### src/hdl/bsws_pkg.sv
// ----------------------------------------------------------------------------
// bsws_pkg
// Shared sizes, codes and controller/datapath interface types.
// ----------------------------------------------------------------------------
`default_nettype none

package bsws_pkg;

	localparam int DEPTH      = 8;
	localparam int DATA_WIDTH = 32;
	localparam int IDX_W      = $clog2(DEPTH);
	localparam int CNT_W      = $clog2(DEPTH + 1);

	typedef enum logic [1:0] {
		OP_PUSH = 2'd0,
		OP_POP  = 2'd1,
		OP_DUMP = 2'd2,
		OP_SORT = 2'd3
	} op_t;

	typedef enum logic [1:0] {
		ST_OK    = 2'd0,
		ST_FULL  = 2'd1,
		ST_EMPTY = 2'd2
	} status_t;

	typedef enum logic [2:0] {
		OUT_PUSH,
		OUT_FULL,
		OUT_EMPTY,
		OUT_POP,
		OUT_DUMP
	} out_kind_t;

	typedef enum logic [1:0] {
		RA_TOP,
		RA_I,
		RA_J
	} ra_sel_t;

	typedef enum logic [1:0] {
		WA_TOP,
		WA_I,
		WA_J
	} wa_sel_t;

	typedef enum logic [3:0] {
		S_IDLE,
		S_DISP,
		S_PUSH,
		S_POP,
		S_EMPTY,
		S_DUMP_RD,
		S_DUMP_OUT,
		S_SORT_LD,
		S_SORT_CUR,
		S_SORT_RD,
		S_SORT_CMP,
		S_SORT_WB
	} state_t;

	typedef struct packed {
		logic      load;
		logic      wr_en;
		wa_sel_t   wa_sel;
		ra_sel_t   ra_sel;
		logic      cnt_inc;
		logic      cnt_dec;
		logic      i_clr;
		logic      i_inc;
		logic      j_from_i;
		logic      j_inc;
		logic      cur_from_rd;
		logic      out_load;
		out_kind_t out_kind;
	} cmd_t;

	typedef struct packed {
		op_t  op;
		logic empty;
		logic full;
		logic i_last;
		logic j_last;
		logic less;
		logic out_free;
	} stat_t;

endpackage

`default_nettype wire

### src/hdl/bounded_stack_with_sort_unit.sv
// ----------------------------------------------------------------------------
// bounded_stack_with_sort_unit
// Eight-deep stack of signed 32-bit words with pop, dump and exchange sort.
//
//   channel | handshake           | payload
//   --------+---------------------+-------------------------------------
//   in      | in_valid / in_ready | op, value
//   out     | out_valid/out_ready | status, data, index, count, last
//
// Steps per request:
//   push, pop, empty cases: accept, decode, result load.
//   dump: accept, decode; every element takes a memory read then a result load.
//   sort: accept, decode; each slot below the top takes load, latch, a read and
//   compare per later slot, then write-back; the top slot only loads and
//   latches; the dump follows, walked by the single read port.
// One request is in flight at a time; in_ready is high only when idle.
// Reset clears fill count, sequencer and result valid; stack words stay
// unknown until pushed. A stalled result holds the sequencer in place.
// ----------------------------------------------------------------------------
`default_nettype none

module bounded_stack_with_sort_unit (
	input  logic                                   clk,
	input  logic                                   arst_n,
	input  logic                                   in_valid,
	output logic                                   in_ready,
	input  logic [1:0]                             op,
	input  logic signed [bsws_pkg::DATA_WIDTH-1:0] value,
	output logic                                   out_valid,
	input  logic                                   out_ready,
	output logic [1:0]                             status,
	output logic signed [bsws_pkg::DATA_WIDTH-1:0] data,
	output logic [bsws_pkg::IDX_W-1:0]             index,
	output logic [bsws_pkg::CNT_W-1:0]             count,
	output logic                                   last
);
	import bsws_pkg::*;

	// commands down to the datapath, status back to the sequencer
	cmd_t  cmd;
	stat_t stat;

	// sequencer: decodes the request and steps through its phases
	bsws_ctrl u_ctrl (
		.clk      (clk),
		.arst_n   (arst_n),
		.in_valid (in_valid),
		.in_ready (in_ready),
		.stat     (stat),
		.cmd      (cmd)
	);

	// datapath: stack memory, counters, sort word and result register
	bsws_dp u_dp (
		.clk       (clk),
		.arst_n    (arst_n),
		.op        (op),
		.value     (value),
		.cmd       (cmd),
		.stat      (stat),
		.out_valid (out_valid),
		.out_ready (out_ready),
		.status    (status),
		.data      (data),
		.index     (index),
		.count     (count),
		.last      (last)
	);

endmodule

`default_nettype wire

### src/hdl/bsws_ctrl.sv
// ----------------------------------------------------------------------------
// bsws_ctrl
// Request sequencer: push, pop, dump and exchange sort walk.
// ----------------------------------------------------------------------------
`default_nettype none

module bsws_ctrl (
	input  logic            clk,
	input  logic            arst_n,
	input  logic            in_valid,
	output logic            in_ready,
	input  bsws_pkg::stat_t stat,
	output bsws_pkg::cmd_t  cmd
);
	import bsws_pkg::*;

	state_t state_q;
	state_t state_nxt;

	always_ff @(posedge clk or negedge arst_n) begin
		if (!arst_n) begin
			state_q <= S_IDLE;
		end else begin
			state_q <= state_nxt;
		end
	end

	always_comb begin
		cmd       = '0;
		state_nxt = state_q;
		in_ready  = 1'b0;
		case (state_q)
			S_IDLE: begin
				in_ready = 1'b1;
				if (in_valid) begin
					cmd.load  = 1'b1;
					state_nxt = S_DISP;
				end
			end
			S_DISP: begin
				case (stat.op)
					OP_PUSH: begin
						state_nxt = S_PUSH;
					end
					OP_POP: begin
						cmd.ra_sel = RA_TOP;
						state_nxt  = stat.empty ? S_EMPTY : S_POP;
					end
					OP_DUMP: begin
						cmd.i_clr = 1'b1;
						state_nxt = stat.empty ? S_EMPTY : S_DUMP_RD;
					end
					OP_SORT: begin
						cmd.i_clr = 1'b1;
						state_nxt = stat.empty ? S_EMPTY : S_SORT_LD;
					end
					default: begin
						state_nxt = S_IDLE;
					end
				endcase
			end
			S_PUSH: begin
				if (stat.out_free) begin
					cmd.out_load = 1'b1;
					if (stat.full) begin
						cmd.out_kind = OUT_FULL;
					end else begin
						cmd.out_kind = OUT_PUSH;
						cmd.wr_en    = 1'b1;
						cmd.wa_sel   = WA_TOP;
						cmd.cnt_inc  = 1'b1;
					end
					state_nxt = S_IDLE;
				end
			end
			S_POP: begin
				cmd.ra_sel = RA_TOP;
				if (stat.out_free) begin
					cmd.out_load = 1'b1;
					cmd.out_kind = OUT_POP;
					cmd.cnt_dec  = 1'b1;
					state_nxt    = S_IDLE;
				end
			end
			S_EMPTY: begin
				if (stat.out_free) begin
					cmd.out_load = 1'b1;
					cmd.out_kind = OUT_EMPTY;
					state_nxt    = S_IDLE;
				end
			end
			S_DUMP_RD: begin
				cmd.ra_sel = RA_I;
				state_nxt  = S_DUMP_OUT;
			end
			S_DUMP_OUT: begin
				cmd.ra_sel = RA_I;
				if (stat.out_free) begin
					cmd.out_load = 1'b1;
					cmd.out_kind = OUT_DUMP;
					if (stat.i_last) begin
						state_nxt = S_IDLE;
					end else begin
						cmd.i_inc = 1'b1;
						state_nxt = S_DUMP_RD;
					end
				end
			end
			S_SORT_LD: begin
				cmd.ra_sel = RA_I;
				state_nxt  = S_SORT_CUR;
			end
			S_SORT_CUR: begin
				cmd.cur_from_rd = 1'b1;
				cmd.j_from_i    = 1'b1;
				if (stat.i_last) begin
					// outer walk done, dump the sorted contents
					cmd.i_clr = 1'b1;
					state_nxt = S_DUMP_RD;
				end else begin
					state_nxt = S_SORT_RD;
				end
			end
			S_SORT_RD: begin
				cmd.ra_sel = RA_J;
				state_nxt  = S_SORT_CMP;
			end
			S_SORT_CMP: begin
				if (stat.less) begin
					cmd.wr_en       = 1'b1;
					cmd.wa_sel      = WA_J;
					cmd.cur_from_rd = 1'b1;
				end
				if (stat.j_last) begin
					state_nxt = S_SORT_WB;
				end else begin
					cmd.j_inc = 1'b1;
					state_nxt = S_SORT_RD;
				end
			end
			S_SORT_WB: begin
				cmd.wr_en  = 1'b1;
				cmd.wa_sel = WA_I;
				cmd.i_inc  = 1'b1;
				state_nxt  = S_SORT_LD;
			end
			default: begin
				state_nxt = S_IDLE;
			end
		endcase
	end

endmodule

`default_nettype wire

### src/hdl/bsws_dp.sv
// ----------------------------------------------------------------------------
// bsws_dp
// Stack memory, fill count, walk indexes, sort holding word, result register.
// ----------------------------------------------------------------------------
`default_nettype none

module bsws_dp (
	input  logic                                   clk,
	input  logic                                   arst_n,
	input  logic [1:0]                             op,
	input  logic signed [bsws_pkg::DATA_WIDTH-1:0] value,
	input  bsws_pkg::cmd_t                         cmd,
	output bsws_pkg::stat_t                        stat,
	output logic                                   out_valid,
	input  logic                                   out_ready,
	output logic [1:0]                             status,
	output logic signed [bsws_pkg::DATA_WIDTH-1:0] data,
	output logic [bsws_pkg::IDX_W-1:0]             index,
	output logic [bsws_pkg::CNT_W-1:0]             count,
	output logic                                   last
);
	import bsws_pkg::*;

	logic signed [DATA_WIDTH-1:0] mem_q [DEPTH];
	logic signed [DATA_WIDTH-1:0] rd_q;
	logic signed [DATA_WIDTH-1:0] value_q;
	logic signed [DATA_WIDTH-1:0] cur_q;
	op_t                          op_q;
	logic [CNT_W-1:0]             cnt_q;
	logic [IDX_W-1:0]             i_q;
	logic [IDX_W-1:0]             j_q;
	logic                         out_valid_q;
	status_t                      status_q;
	logic signed [DATA_WIDTH-1:0] data_q;
	logic [IDX_W-1:0]             index_q;
	logic [CNT_W-1:0]             count_q;
	logic                         last_q;

	logic [CNT_W-1:0]             cnt_m1;
	logic [CNT_W-1:0]             cnt_p1;
	logic [IDX_W-1:0]             top_idx;
	logic [IDX_W-1:0]             raddr;
	logic [IDX_W-1:0]             waddr;
	logic signed [DATA_WIDTH-1:0] wdata;
	logic                         i_last;
	logic                         out_free;

	status_t                      e_status;
	logic signed [DATA_WIDTH-1:0] e_data;
	logic [IDX_W-1:0]             e_index;
	logic [CNT_W-1:0]             e_count;
	logic                         e_last;

	assign cnt_m1  = cnt_q - CNT_W'(1);
	assign cnt_p1  = cnt_q + CNT_W'(1);
	assign top_idx = cnt_m1[IDX_W-1:0];
	assign i_last  = (CNT_W'(i_q) + CNT_W'(1)) == cnt_q;
	assign out_free = !out_valid_q || out_ready;

	assign stat.op       = op_q;
	assign stat.empty    = cnt_q == '0;
	assign stat.full     = cnt_q == CNT_W'(DEPTH);
	assign stat.i_last   = i_last;
	assign stat.j_last   = (CNT_W'(j_q) + CNT_W'(1)) == cnt_q;
	assign stat.less     = rd_q < cur_q;
	assign stat.out_free = out_free;

	// request latch
	always_ff @(posedge clk) begin
		if (cmd.load) begin
			op_q    <= op_t'(op);
			value_q <= value;
		end
	end

	always_ff @(posedge clk or negedge arst_n) begin
		if (!arst_n) begin
			cnt_q <= '0;
		end else if (cmd.cnt_inc) begin
			cnt_q <= cnt_p1;
		end else if (cmd.cnt_dec) begin
			cnt_q <= cnt_m1;
		end
	end

	always_ff @(posedge clk) begin
		if (cmd.i_clr) begin
			i_q <= '0;
		end else if (cmd.i_inc) begin
			i_q <= i_q + IDX_W'(1);
		end
		if (cmd.j_from_i) begin
			j_q <= i_q + IDX_W'(1);
		end else if (cmd.j_inc) begin
			j_q <= j_q + IDX_W'(1);
		end
		if (cmd.cur_from_rd) begin
			cur_q <= rd_q;
		end
	end

	// memory ports
	always_comb begin
		case (cmd.ra_sel)
			RA_TOP:  raddr = top_idx;
			RA_I:    raddr = i_q;
			RA_J:    raddr = j_q;
			default: raddr = i_q;
		endcase
		case (cmd.wa_sel)
			WA_TOP: begin
				waddr = cnt_q[IDX_W-1:0];
				wdata = value_q;
			end
			WA_I: begin
				waddr = i_q;
				wdata = cur_q;
			end
			WA_J: begin
				waddr = j_q;
				wdata = cur_q;
			end
			default: begin
				waddr = i_q;
				wdata = cur_q;
			end
		endcase
	end

	always_ff @(posedge clk) begin
		if (cmd.wr_en) begin
			mem_q[waddr] <= wdata;
		end
		rd_q <= mem_q[raddr];
	end

	// result formatting
	always_comb begin
		e_status = ST_OK;
		e_data   = '0;
		e_index  = '0;
		e_count  = '0;
		e_last   = 1'b1;
		case (cmd.out_kind)
			OUT_PUSH: begin
				e_data  = value_q;
				e_index = cnt_q[IDX_W-1:0];
				e_count = cnt_p1;
			end
			OUT_FULL: begin
				e_status = ST_FULL;
				e_count  = cnt_q;
			end
			OUT_EMPTY: begin
				e_status = ST_EMPTY;
			end
			OUT_POP: begin
				e_data  = rd_q;
				e_index = top_idx;
				e_count = cnt_m1;
			end
			OUT_DUMP: begin
				e_data  = rd_q;
				e_index = i_q;
				e_count = cnt_q;
				e_last  = i_last;
			end
			default: begin
				e_status = ST_EMPTY;
			end
		endcase
	end

	always_ff @(posedge clk or negedge arst_n) begin
		if (!arst_n) begin
			out_valid_q <= 1'b0;
		end else if (cmd.out_load) begin
			out_valid_q <= 1'b1;
		end else if (out_ready) begin
			out_valid_q <= 1'b0;
		end
	end

	always_ff @(posedge clk) begin
		if (cmd.out_load) begin
			status_q <= e_status;
			data_q   <= e_data;
			index_q  <= e_index;
			count_q  <= e_count;
			last_q   <= e_last;
		end
	end

	assign out_valid = out_valid_q;
	assign status    = status_q;
	assign data      = data_q;
	assign index     = index_q;
	assign count     = count_q;
	assign last      = last_q;

endmodule

`default_nettype wire

### config.mk
export PLATFORM = sky130hd
export DESIGN_NAME = bounded_stack_with_sort_unit
export DESIGN_NICKNAME = d
export VERILOG_FILES = /design/src/hdl/bsws_pkg.sv /design/src/hdl/bounded_stack_with_sort_unit.sv /design/src/hdl/bsws_ctrl.sv /design/src/hdl/bsws_dp.sv
export SDC_FILE = /design/constraint.sdc
export NUM_CORES = 1
export LEC_CHECK = 0
export ABC_AREA = 1
export BUFFER_PORTS_ARGS = -buffer_cell sky130_fd_sc_hd__buf_2
export CAP_MARGIN = 20
export CORE_MARGIN = 5
export CORE_UTILIZATION = 50
export CTS_CLUSTER_SIZE = 24
export DETAILED_ROUTE_END_ITERATION = 10
export GPL_TIMING_DRIVEN = 0
export PLACE_DENSITY = 0.73
export SYNTH_ARGS = -nofsm -noshare
export SYNTH_HDL_FRONTEND = slang
export SYNTH_SLANG_ARGS = --single-unit
### constraint.sdc
create_clock -name clk -period 10.8 [get_ports clk]
set_input_delay 2.16 -clock clk [delete_from_list [all_inputs] [get_ports clk]]
set_output_delay 2.16 -clock clk [all_outputs]
set_load 0.01 [all_outputs]
# Word level (Yosys, flattened, before mapping)
# Memory sizes are Yosys's and may differ from the RTL's. A register that Yosys moved wholly into a read port is not among the register bits.
# Cells that the tools add are included.
[totals]
regBits = 123
ramBits = 256
input_bits = 38
out_inout_bits = 44
elab_cells = 120
memories = 1
[memory_table]
columns = ["name", "words", "word_bits", "rd", "rd_ports_with_merged_regs", "write_ports", "line_no", "text"]
rows = [
  ["u_dp.mem_q", 8, 32, 1, 1, 1, "bsws_dp.sv:24", "logic signed [DATA_WIDTH-1:0] mem_q [DEPTH];"],
]
[op_classes]
n_addsub = 6
n_lt_le_gt_ge = 1
n_eq_ne = 25
mux = 56
n_reduce_logical = 18
[op_table]
columns = ["operator", "n"]
rows = [
  ["32-bit case mux with 2 select lines", 1],
  ["4-bit two-way mux", 10],
  ["4-bit case mux with 10 select lines", 1],
  ["32-bit < comparator", 1],
  ["32-bit two-way mux", 1],
  ["4-bit case mux with 4 select lines", 2],
  ["1-bit two-way mux", 22],
  ["3-bit two-way mux", 7],
  ["4-bit == test (second input constant)", 5],
  ["3-bit case mux with 3 select lines", 2],
  ["4-bit by 3-bit == test with 1-bit output (second input constant)", 4],
  ["3-bit case mux with 2 select lines", 2],
  ["4-bit case mux with 3 select lines", 1],
  ["3-bit OR reduction", 3],
  ["3-bit by 1-bit adder with 4-bit output (second input constant)", 2],
  ["2-bit == test (second input constant)", 4],
  ["4-bit by 2-bit == test with 1-bit output (second input constant)", 2],
  ["4-bit == test", 2],
  ["4-bit zero test", 2],
  ["2-bit case mux with 2 select lines", 2],
  ["3-bit by 1-bit adder with 3-bit output (second input constant)", 2],
  ["2-bit zero test", 3],
  ["1-bit case mux with 2 select lines", 3],
  ["2-bit nonzero test", 3],
  ["other kinds (15)", 19],
]

# Longest topological paths before layout
# Gate-level depths: netlist of run 1.
[logic_depth]
word_depth = 7
depth_mapped = 20
ltp_nobuf = 19

# Cells and area by module
# Synthesis of run 1 repeated with hierarchy kept, for this count alone.
[unflattened]
hier_cells = 1488
area_unflattened_um2 = 17260.3
[by_module_without_submodules]
columns = ["mod", "n_inst", "cells_each", "area_per_inst_um2", "seq_area_each_um2"]
rows = [
  ["bsws_dp", 1, 1396, 16763.6, 11846.4],
  ["bsws_ctrl", 1, 92, 496.7, 100.1],
]

# Worst setup path after synthesis of run 1
# No wires, ideal clock.
[synth_path]
path_kind = "input-to-reg"
from = "input out_ready"
to = "memory u_dp.mem_q[7][0], enable pin"
arrival_time_ns = 4.415
slack_ns = 5.964
cell_stages = 8
n_path_buf = 0
cell_sequence = "nor2_1 > inv_1 > nand3_1 > nor2_1 > nor2_1 > nand2_1 > nand4_1 > nor2_1"
[synth_via]
elab_chain_cells = 5
elab_cells_between_ends = 8
classes_between = "eq/ne (1); mux (5); reduce/logical (2)"
[synth_rtl]
columns = ["item", "line_no", "text"]
rows = [
  ["start, declared", "bounded_stack_with_sort_unit.sv:30", "input logic out_ready,"],
  ["1-bit logical OR *", "bsws_dp.sv:58", "assign out_free = !out_valid_q || out_ready;"],
  ["3-bit two-way mux *", "bsws_ctrl.sv:63", "if (stat.out_free) begin"],
  ["3-bit case mux with 3 select lines *", "bsws_ctrl.sv:32", "case (state_q)"],
  ["2-bit == test, or another cell as far along", "bsws_dp.sv:110", "case (cmd.wa_sel)"],
  ["3-bit case mux with 2 select lines / 1-bit two-way mux (equally long branches)", "bsws_dp.sv:110, bsws_dp.sv:132", ""],
  ["end, declared", "bsws_dp.sv:24", ""],
]
# Every way passes the cells marked *; elsewhere a longest branch is shown, timed or not.

# Worst setup path in the final report of run 1
[layout_path]
from = "input out_ready"
to = "register u_dp.data_q[16], in the netlist u_dp.data[16] (data pin)"
[layout_via]
elab_chain_cells = 6
elab_cells_between_ends = 11
classes_between = "eq/ne (2); mux (6); reduce/logical (3)"
[layout_rtl]
columns = ["item", "line_no", "text"]
rows = [
  ["1-bit logical OR *", "bsws_dp.sv:58", ""],
  ["4-bit two-way mux, on equally long branches", "--", ""],
  ["4-bit case mux with 4 select lines *", "bsws_ctrl.sv:32", ""],
  ["3-bit by 2-bit == test with 1-bit output / 3-bit == test (equally long branches)", "bsws_dp.sv:144", "case (cmd.out_kind)"],
  ["2-bit OR reduction (no line)", "--", ""],
  ["32-bit case mux with 2 select lines *", "bsws_dp.sv:144", ""],
  ["named net u_dp.e_data[16]", "bsws_dp.sv:49", "logic signed [DATA_WIDTH-1:0] e_data;"],
  ["end signal, assigned", "bsws_dp.sv:187", "data_q <= e_data;"],
  ["end, declared", "bsws_dp.sv:34", "logic signed [DATA_WIDTH-1:0] data_q;"],
]
# Mark *: on every way through the listed nets, which the timed path passes. The rest lies on a longest branch.
# A chain may end at the register's enable or synchronous reset.

==> impl_results.md, run 1 <==
- Status: finished, final reports clean
- Switching share of power: 39.42%
- Maximum clock path buffer count: 3
- Core box area: 33280 um2
- EDFF count, synth: 367
- Final hold violations: 0
- # hold bufs at CTS: 0
- Clock Power Share: 21.1%
- Post-Synth Adder-Cell Area: 2.622%
- Die Area: 37160 um2
- Ports: 82
- Post-synth ARST share: 2.190%
- Total negative slack: 0 ps
- Initial Utilization: 50.19%
- Max rail drop VDD: 263.6 uV
- DRC violations left: 0
- Worst-Skew Late Latency: 530 ps
- Clock root cell: clkbuf_16
- ANT nets after route: 0
- Initial antenna violation count: 0
- Sequential cell area fraction in the yosys report: 71.53%
- Global route overflow: 0
- Pwr/cell area: 339.7 nW/um2
- Dpl hpwl: 26860 um
- Synth Area in XOR/XNOR: 0.5768%
- Post-synth top flop: edfxtp_1
- WP data required: 11110 ps
- WL final: 41190 um
- Iteration count of the initial detailed-routing pass: 5
- Period utilization: 40.39%
- Power Internal: 0.003973 W
- Drt first-iter violations: 1139
- Filler cells: 2595
- Rows: 67
- Post-cts sizing count: 0
- Largest net degree at the start of global routing: 31
- Setup violations, final: 0
- CTS tree: done
- Area of the multi-input gates: 4126 um2
- GRT Max-Usage Layer: met2
- Flop pwr share: 36.1%
- Switching Power: 0.002585 W
- Hold Slack: 467.5 ps
- Crit end category: flip-flop
- FF-to-FF path depth: 17
- Largest family of logic cells by synthesized area: compound AO/OA/AOI/OAI gates
- Post-synthesis mux area share: 2.157%
- Pleak: 7.006 nW
- Final GP Congestion: 0.8591
- Worst-path fanout max: 10
- Crit path time final: 4362 ps
- Area grow syn2layout: 15.58%
- Grt met2 use: 36.56%
- Vias: 11012
- CP Launch Type: input pin
- Share of cells above drive strength 1: 16.22%
- Critical Path AT: 4670 ps
- Commonest non-fill, non-tap cell in the layout: edfxtp_1
- Syn Area/Cell: 12.49 um2
- Number of port buffers: 81
- Register area: 11950 um2
- Ant. Diodes: 0
- Mapped Area: 16700 um2
- Critical path type: input pin to flip-flop
- Simple-Gate Fraction of Synth Area: 8.735%
- First-pass GRT wire length: 63090 um
- GR Util All Layers: 22.19%
- Synth Area in Compound Gates: 10.18%
- Worst Tran Pin Value: 1067 ps
- Nets: 1546
- Register bit total from synthesis: 411
- Synth Instances: 1337
- Clock transition at path regs: 60 ps
- CTS Sinks: 411
- Vias per inst: 5.641
- Setup Skew: 17.36 ps
- Vias in the first global route: 10997
- Total CTS buffers: 42
- Routing usage on met1: 30.10%
- Met3 usage: 4.468%
- Worst Hold Class: flip-flop to flip-flop
- Most frequent cells in the layout: 367 x edfxtp_1, 187 x o21ai_0, 171 x nor2_1
- H-tree level count: 2
- Synth Net Count: 1410
- Count of different cell masters after synthesis: 41
- Fmax: 229.3 MHz
- Die W: 192.8 um
- # Max-Cap Violations: 0
- Yosys Warn Count: 0
- RSZ-0062 raised after global routing: no
- Slew margin rel.: 28.90%
- Logic pwr share: 42.8%
- Final-report max-slew violation count: 0
- WL/cell: 21.10 um
- Hold Crit Depth: 0
- Overall die height: 192.8 um
- Postcts setup bufs: 0
cell type report:
| cell class | instances | area share [%] |
|---|---|---|
| Multi-Input combinational cell | 756 | 21.38 |
| Timing Repair Buffer | 92 | 3.435 |
| Inverter | 111 | 2.158 |
| Clock buffer | 61 | 6.131 |
| Tap cell | 448 | 2.904 |
| Sequential cell | 411 | 61.88 |
| Buffer | 59 | 1.478 |
| Clock inverter | 14 | 0.6352 |
cells by family (layout without fill, tap and decap cells):
| logic type | Yosys count | after routing |
|---|---|---|
| xor gates and xnor gates | 11 | 11 |
| AOI/OAI and AO/OA | 313 | 313 |
| muxes | 32 | 32 |
| and+or+nand+nor | 365 | 365 |
| adders and majority gates | 35 | 35 |
| DFF | 411 | 411 |
| buffers and inverters | 170 | 337 |
synthesized netlist by cell type, types with 2 or more instances:
| library cell | n | area (um2) |
|---|---|---|
| buf_4 | 2 | 15.01 |
| nor2_1 | 180 | 675.7 |
| nor2_2 | 3 | 18.77 |
| clkbuf_1 | 19 | 71.32 |
| or2_2 | 2 | 12.51 |
| mux2_2 | 32 | 360.4 |
| ha_1 | 35 | 437.9 |
| inv_2 | 5 | 18.77 |
| dfrtp_1 | 9 | 225.2 |
| o221ai_1 | 3 | 26.28 |
| xnor2_1 | 4 | 35.03 |
| nand4_1 | 7 | 43.79 |
| a22oi_1 | 2 | 15.01 |
| o211ai_1 | 2 | 15.01 |
| inv_1 | 105 | 394.1 |
| edfxtp_1 | 367 | 11020 |
| a21oi_1 | 19 | 95.09 |
| xor2_1 | 7 | 61.31 |
| buf_6 | 2 | 22.52 |
| o22ai_1 | 68 | 425.4 |
| nand3_1 | 21 | 105.1 |
| buf_2 | 29 | 145.1 |
| o21ai_0 | 187 | 935.9 |
| nand2_1 | 143 | 536.8 |
| dfxtp_1 | 35 | 700.7 |
| o21ai_1 | 27 | 135.1 |
| nor3_1 | 3 | 15.01 |
| buf_1 | 3 | 11.26 |
| clkbuf_2 | 4 | 20.02 |
worst paths after layout:
check                                     to      startpoint  slack (ps)
setup reg to reg           u_dp.mem_q[4][14]  u_dp.cur_q[19]        6960
hold reg to reg               u_dp.cur_q[28]   u_dp.rd_q[28]         470
setup / recovery               u_dp.data[16]       out_ready        6440
hold / removal                u_dp.cur_q[28]   u_dp.rd_q[28]         470
min in group asynchronous      u_dp.cnt_q[1]          arst_n        1480
max in group asynchronous  u_ctrl.state_q[0]          arst_n        9130
routing by layer:
| metal | vias up | wire length (um) |
|---|---|---|
| met3 | 72 | 3523 |
| met2 | 486 | 19770 |
| met4 | 0 | 1019 |
| met5 | - | 0 |
| met1 | 5389 | 16880 |
| li1 | 5065 | - |
flip-flops by register name, summed over array words and instances (netlist names):
| signal | flops |
|---|---|
| u_dp.mem_q | 256 |
| u_dp.cur_q | 32 |
| u_dp.data | 32 |
| u_dp.rd_q | 32 |
| u_dp.value_q | 32 |
| u_ctrl.state_q | 4 |
| u_dp.cnt_q | 4 |
| u_dp.count | 4 |
| u_dp.i_q | 3 |
| u_dp.index | 3 |
| u_dp.j_q | 3 |
| u_dp.op_q | 2 |
| u_dp.status | 2 |
| u_dp.last | 1 |
| u_dp.out_valid | 1 |
stage by stage:
step | total power [W] | worst slack (ps) | util, % | instance area [um2] | std cells
3_5_place_dp | 0.005171 | 5891 | 54.08 | 18000 | 1877
5_1_grt | 0.006929 | 6261 | 58.01 | 19300 | 1952
2_1_floorplan | 0.004137 | 5964 | - | 16700 | 1337
6_report | 0.006558 | 6438 | 58.01 | 19300 | 1952
4_1_cts | 0.006566 | 6422 | 58.01 | 19300 | 1952
3_3_place_gp | 0.005037 | 4267 | 53.09 | 17670 | 1866
critical path: stages:
cell      delay (ps)
buf_2             90
nor2_1           260
inv_1            150
nand3_1          100
inv_1             60
nor3_1           340
nand2_1          480
clkbuf_1         560
o21ai_0          450
power by group through the flow:
stage	Combinational (W)	Clock, W	Sequential [W]
4_1_cts	0.00280	0.00140	0.00237
3_3_place_gp	0.00263	0	0.00241
2_1_floorplan	0.00173	0	0.00241
3_5_place_dp	0.00277	0	0.00240
5_1_grt	0.00307	0.00147	0.00239
6_report	0.00281	0.00138	0.00237
No activity file was read; power rests on OpenSTA's default activity.
==> run 2: changes to the inputs <==
--- a/config.mk
+++ b/config.mk
@@ -5,7 +5,7 @@
 export SDC_FILE = /design/constraint.sdc
 export NUM_CORES = 1
 export LEC_CHECK = 0
-export ABC_AREA = 1
+export ABC_AREA = 0
 export BUFFER_PORTS_ARGS = -buffer_cell sky130_fd_sc_hd__buf_2
 export CAP_MARGIN = 20
 export CORE_MARGIN = 5
@@ -13,7 +13,7 @@
 export CTS_CLUSTER_SIZE = 24
 export DETAILED_ROUTE_END_ITERATION = 10
 export GPL_TIMING_DRIVEN = 0
-export PLACE_DENSITY = 0.73
+export PLACE_DENSITY = 0.76
 export SYNTH_ARGS = -nofsm -noshare
 export SYNTH_HDL_FRONTEND = slang
 export SYNTH_SLANG_ARGS = --single-unit
==> constraint.sdc (replaced) <==
create_clock -name clk -period 3.75 [get_ports clk]
set_input_delay 0.75 -clock clk [delete_from_list [all_inputs] [get_ports clk]]
set_output_delay 0.75 -clock clk [all_outputs]
set_load 0.01 [all_outputs]
==> run 2 against run 1 <==
  * Hold slack got worse by 390 ps
  * Highest routed layer unchanged
  * Power rose to 2.9 times the previous value
  * Largest power group unchanged
  * Synthesized cell count rose by 2.3%
  * Non-clock buffer count rose by 42
  * Clock-buffer cell count did not move
==> impl_results.md, run 2 <==
- Status: finished, final reports clean
- WL final: 44260 um (+7.5%)
- Sequential cell area fraction in the yosys report: 70.55% (-0.97 points)
- Crit end category: flip-flop
- Crit path time final: 3682 ps
- Critical path type: flip-flop to flip-flop
- DRC violations left: 0 (unchanged)
- First-pass GRT wire length: 66870 um (+6.0%)
- Clock transition at path regs: 60 ps (about the same)
- Vias per inst: 5.822 (+3.2%)
- Synth Net Count: 1441 (+2.2%)
- EDFF count, synth: 367 (unchanged)
- Largest cells by area after synthesis: edfxtp_1 65%, nand2_1 7.8%, nand3_1 4.8%
- Fmax: 271.6 MHz
- CTS tree: done
- Iteration count of the initial detailed-routing pass: 5 (unchanged)
- Register area: 11950 um2 (unchanged)
- Clock root cell: clkbuf_16
- Most frequent cell after synthesis: edfxtp_1
- Final GP Congestion: 0.8823 (+2.7%)
- ANT nets after route: 0 (unchanged)
- Yosys Warn Count: 0 (unchanged)
- Synth cell count leaders: 367 x edfxtp_1, 350 x nand2_1, 164 x nand3_1
- Count of different cell masters after synthesis: 62 (+51%)
- Period utilization: 98.19%
- Max FFs per register: 256 (unchanged)
- Pleak: 7.493 nW (+7.0%)
- CTS Sinks: 411 (unchanged)
- Mapped Area: 16930 um2 (+1.4%)
- Crit path from: u_dp.cur_q[2]
- Setup violations, final: 0 (unchanged)
- Die Area: 37650 um2 (+1.3%)
- Overall die height: 194.0 um (+0.65%)
- Max rail drop VDD: 686.8 uV (+160%)
- Core box area: 33450 um2 (+0.50%)
- Final-report max-slew violation count: 0 (unchanged)
- Worst-path fanout max: 10 (unchanged)
- Post-synth top flop: edfxtp_1
- Pwr/cell area: 960.9 nW/um2 (+180%)
- Initial antenna violation count: 0 (unchanged)
- Worst-Skew Late Latency: 540 ps (about the same)
- Synth Instances: 1368 (+2.3%)
- R2r startpoint: u_dp.cur_q[2]
- CP Launch Type: flip-flop
- WL/cell: 22.08 um (+4.7%)
- Final Cell Area: 19940 um2 (+3.3%)
- Total CTS buffers: 41 (-2.4%)
- Register bit total from synthesis: 411 (unchanged)
- Commonest non-fill, non-tap cell in the layout: edfxtp_1
- Worst Tran Pin Value: 1026 ps (-40.91 ps)
- Post-synth ARST share: 2.190% (unchanged)
- Inst Count DP: 1919 (+2.2%)
- Syn Area/Cell: 12.38 um2 (-0.92%)
- Vias: 11668 (+6.0%)
- # Max-Cap Violations: 0 (unchanged)
- Fin cells: 2004 (+2.7%)
- Global route overflow: 0 (unchanged)
- FF-to-FF path depth: 11 (-6)
- Dpl hpwl: 29320 um (+9.1%)
- H-tree level count: 2 (unchanged)
- Die W: 194.0 um (+0.65%)
- Worst reg2reg path endpoint: u_dp.mem_q[2][25]
- Area grow syn2layout: 17.77%
- Largest net degree at the start of global routing: 23 (-26%)
- Place WS: -680.1 ps (-6571 ps)
- Rows: 67 (unchanged)
- Filler cells: 2529 (-2.5%)
- Final hold violations: 0 (unchanged)
- Vias in the first global route: 11656 (+6.0%)
- Ports: 82 (unchanged)
- Share of cells above drive strength 1: 15.87% (-0.35 points)
- Crit path to: u_dp.mem_q[2][25]
- Worst Hold Class: input pin to asynchronous set/reset pin
- Top reg by flops: u_dp.mem_q
- Slew margin rel.: 31.62% (+2.7 points)
- Flop-to-flop setup slack: 70 ps (-6890 ps)
- Area of the multi-input gates: 4587 um2 (+11%)
- Number of port buffers: 81 (unchanged)
- Initial Utilization: 50.62% (+0.44 points)
- GR Util All Layers: 22.85% (+0.65 points)
- Cell taking the most area after synthesis: edfxtp_1
- WP data required: 3940 ps (-7170 ps)
- Post-synth top area share: 65.09% (-0.90 points)
- Setup Skew: 16.76 ps (-0.5988 ps)
- RSZ-0062 raised after global routing: no
- Maximum clock path buffer count: 3 (unchanged)
- Nets: 1597 (+3.3%)
- Setup ws final: 68.05 ps (-6370 ps)
- Most frequent cells in the layout: 367 x edfxtp_1, 350 x nand2_1, 164 x nand3_1
- Ant. Diodes: 0 (unchanged)
- Drt first-iter violations: 1280 (+12%)
- Critical Path AT: 3870 ps (-800 ps)
- Cell Area, Placed: 18510 um2 (+2.9%)
-- run 2: changes by cell type after synthesis, sizes merged, moves of 63 or more --
cell and delta:
nand3 +142, o21ai -138, nand2 +206, inv -71, nor2 -154, o22ai -63
-- run 2: worst min path at each step --
stage | from | to | slack (ps) | cells past startpoint
after floorplan | u_dp.rd_q[0] | u_dp.cur_q[0] | 420 | 0
after global placement | u_dp.rd_q[3] | u_dp.cur_q[3] | 450 | 0
after CTS | arst_n | u_dp.out_valid | 70 | 1
after detailed placement | u_dp.rd_q[29] | u_dp.cur_q[29] | 460 | 0
final | arst_n | u_ctrl.state_q[2] | 80 | 1
after global routing | arst_n | u_dp.out_valid | 70 | 1
-- run 2: cells by family after synthesis --
family          synth area share (%)
compound gates                 7.345
xor+xnor                      0.6207
flops                          70.55
fa+ha+maj                      2.586
mux                           0.4803
simple gates                   15.26
buf+inv                        3.155
-- run 2: final cells by class --
type	instances	area share, %
sequential	411	59.91
multi-input combinational	838	23.00
clock buffer	61	5.779
timing repair buffer	113	4.907
tap	448	2.811
buffer	80	1.958
clock inverter	14	0.9035
inverter	39	0.7341
-- run 2: worst max-delay path, cell delays in order, from the launching register on --
cell	delay [ps]
edfxtp_1	370
inv_1	100
ha_1	260
a211o_1	280
a31oi_2	250
o221ai_2	170
a21oi_2	270
o211ai_4	200
a21o_1	230
buf_2	210
buf_2	240
o21ai_0	760
-- run 2: report_power, final --
group          total, W  switching, W  internal, W  leakage, nW
Sequential      0.00669      0.000382      0.00631         3.73
Combinational   0.00840       0.00577      0.00262         3.11
Clock           0.00407       0.00167      0.00241        0.646
-- run 2: stage by stage --
step	hold WS (ps)	utilization (%)	setup TNS (ps)	power (W)
after floorplan	422.4	-	0	0.01188
after global placement	445.3	53.81	-311700	0.01443
after global routing	71.57	59.62	0	0.02021
final	79.39	59.62	0	0.01916
after detailed placement	457.5	55.34	-98920	0.01487
after CTS	67.20	59.57	-289.2	0.01905
-- run 2: what timing repair did --
action,4_1_cts,5_1_grt
resized for setup,16,14
buffers inserted,10,0
setup endpoints to repair,482,276
pin swaps,10,0
hold buffers,0,0
cloned,0,0
-- run 2: layer usage --
| layer | vias up | routed length [um] | part of all wire, % | track usage (%) |
|---|---|---|---|---|
| met5 | - | 0 | 0 | 0 |
| met4 | 0 | 1393 | 3.1 | 7.760 |
| met3 | 104 | 4713 | 11 | 5.699 |
| met2 | 641 | 20690 | 47 | 37.09 |
| met1 | 5660 | 17460 | 39 | 30.41 |
| li1 | 5263 | - | - | - |
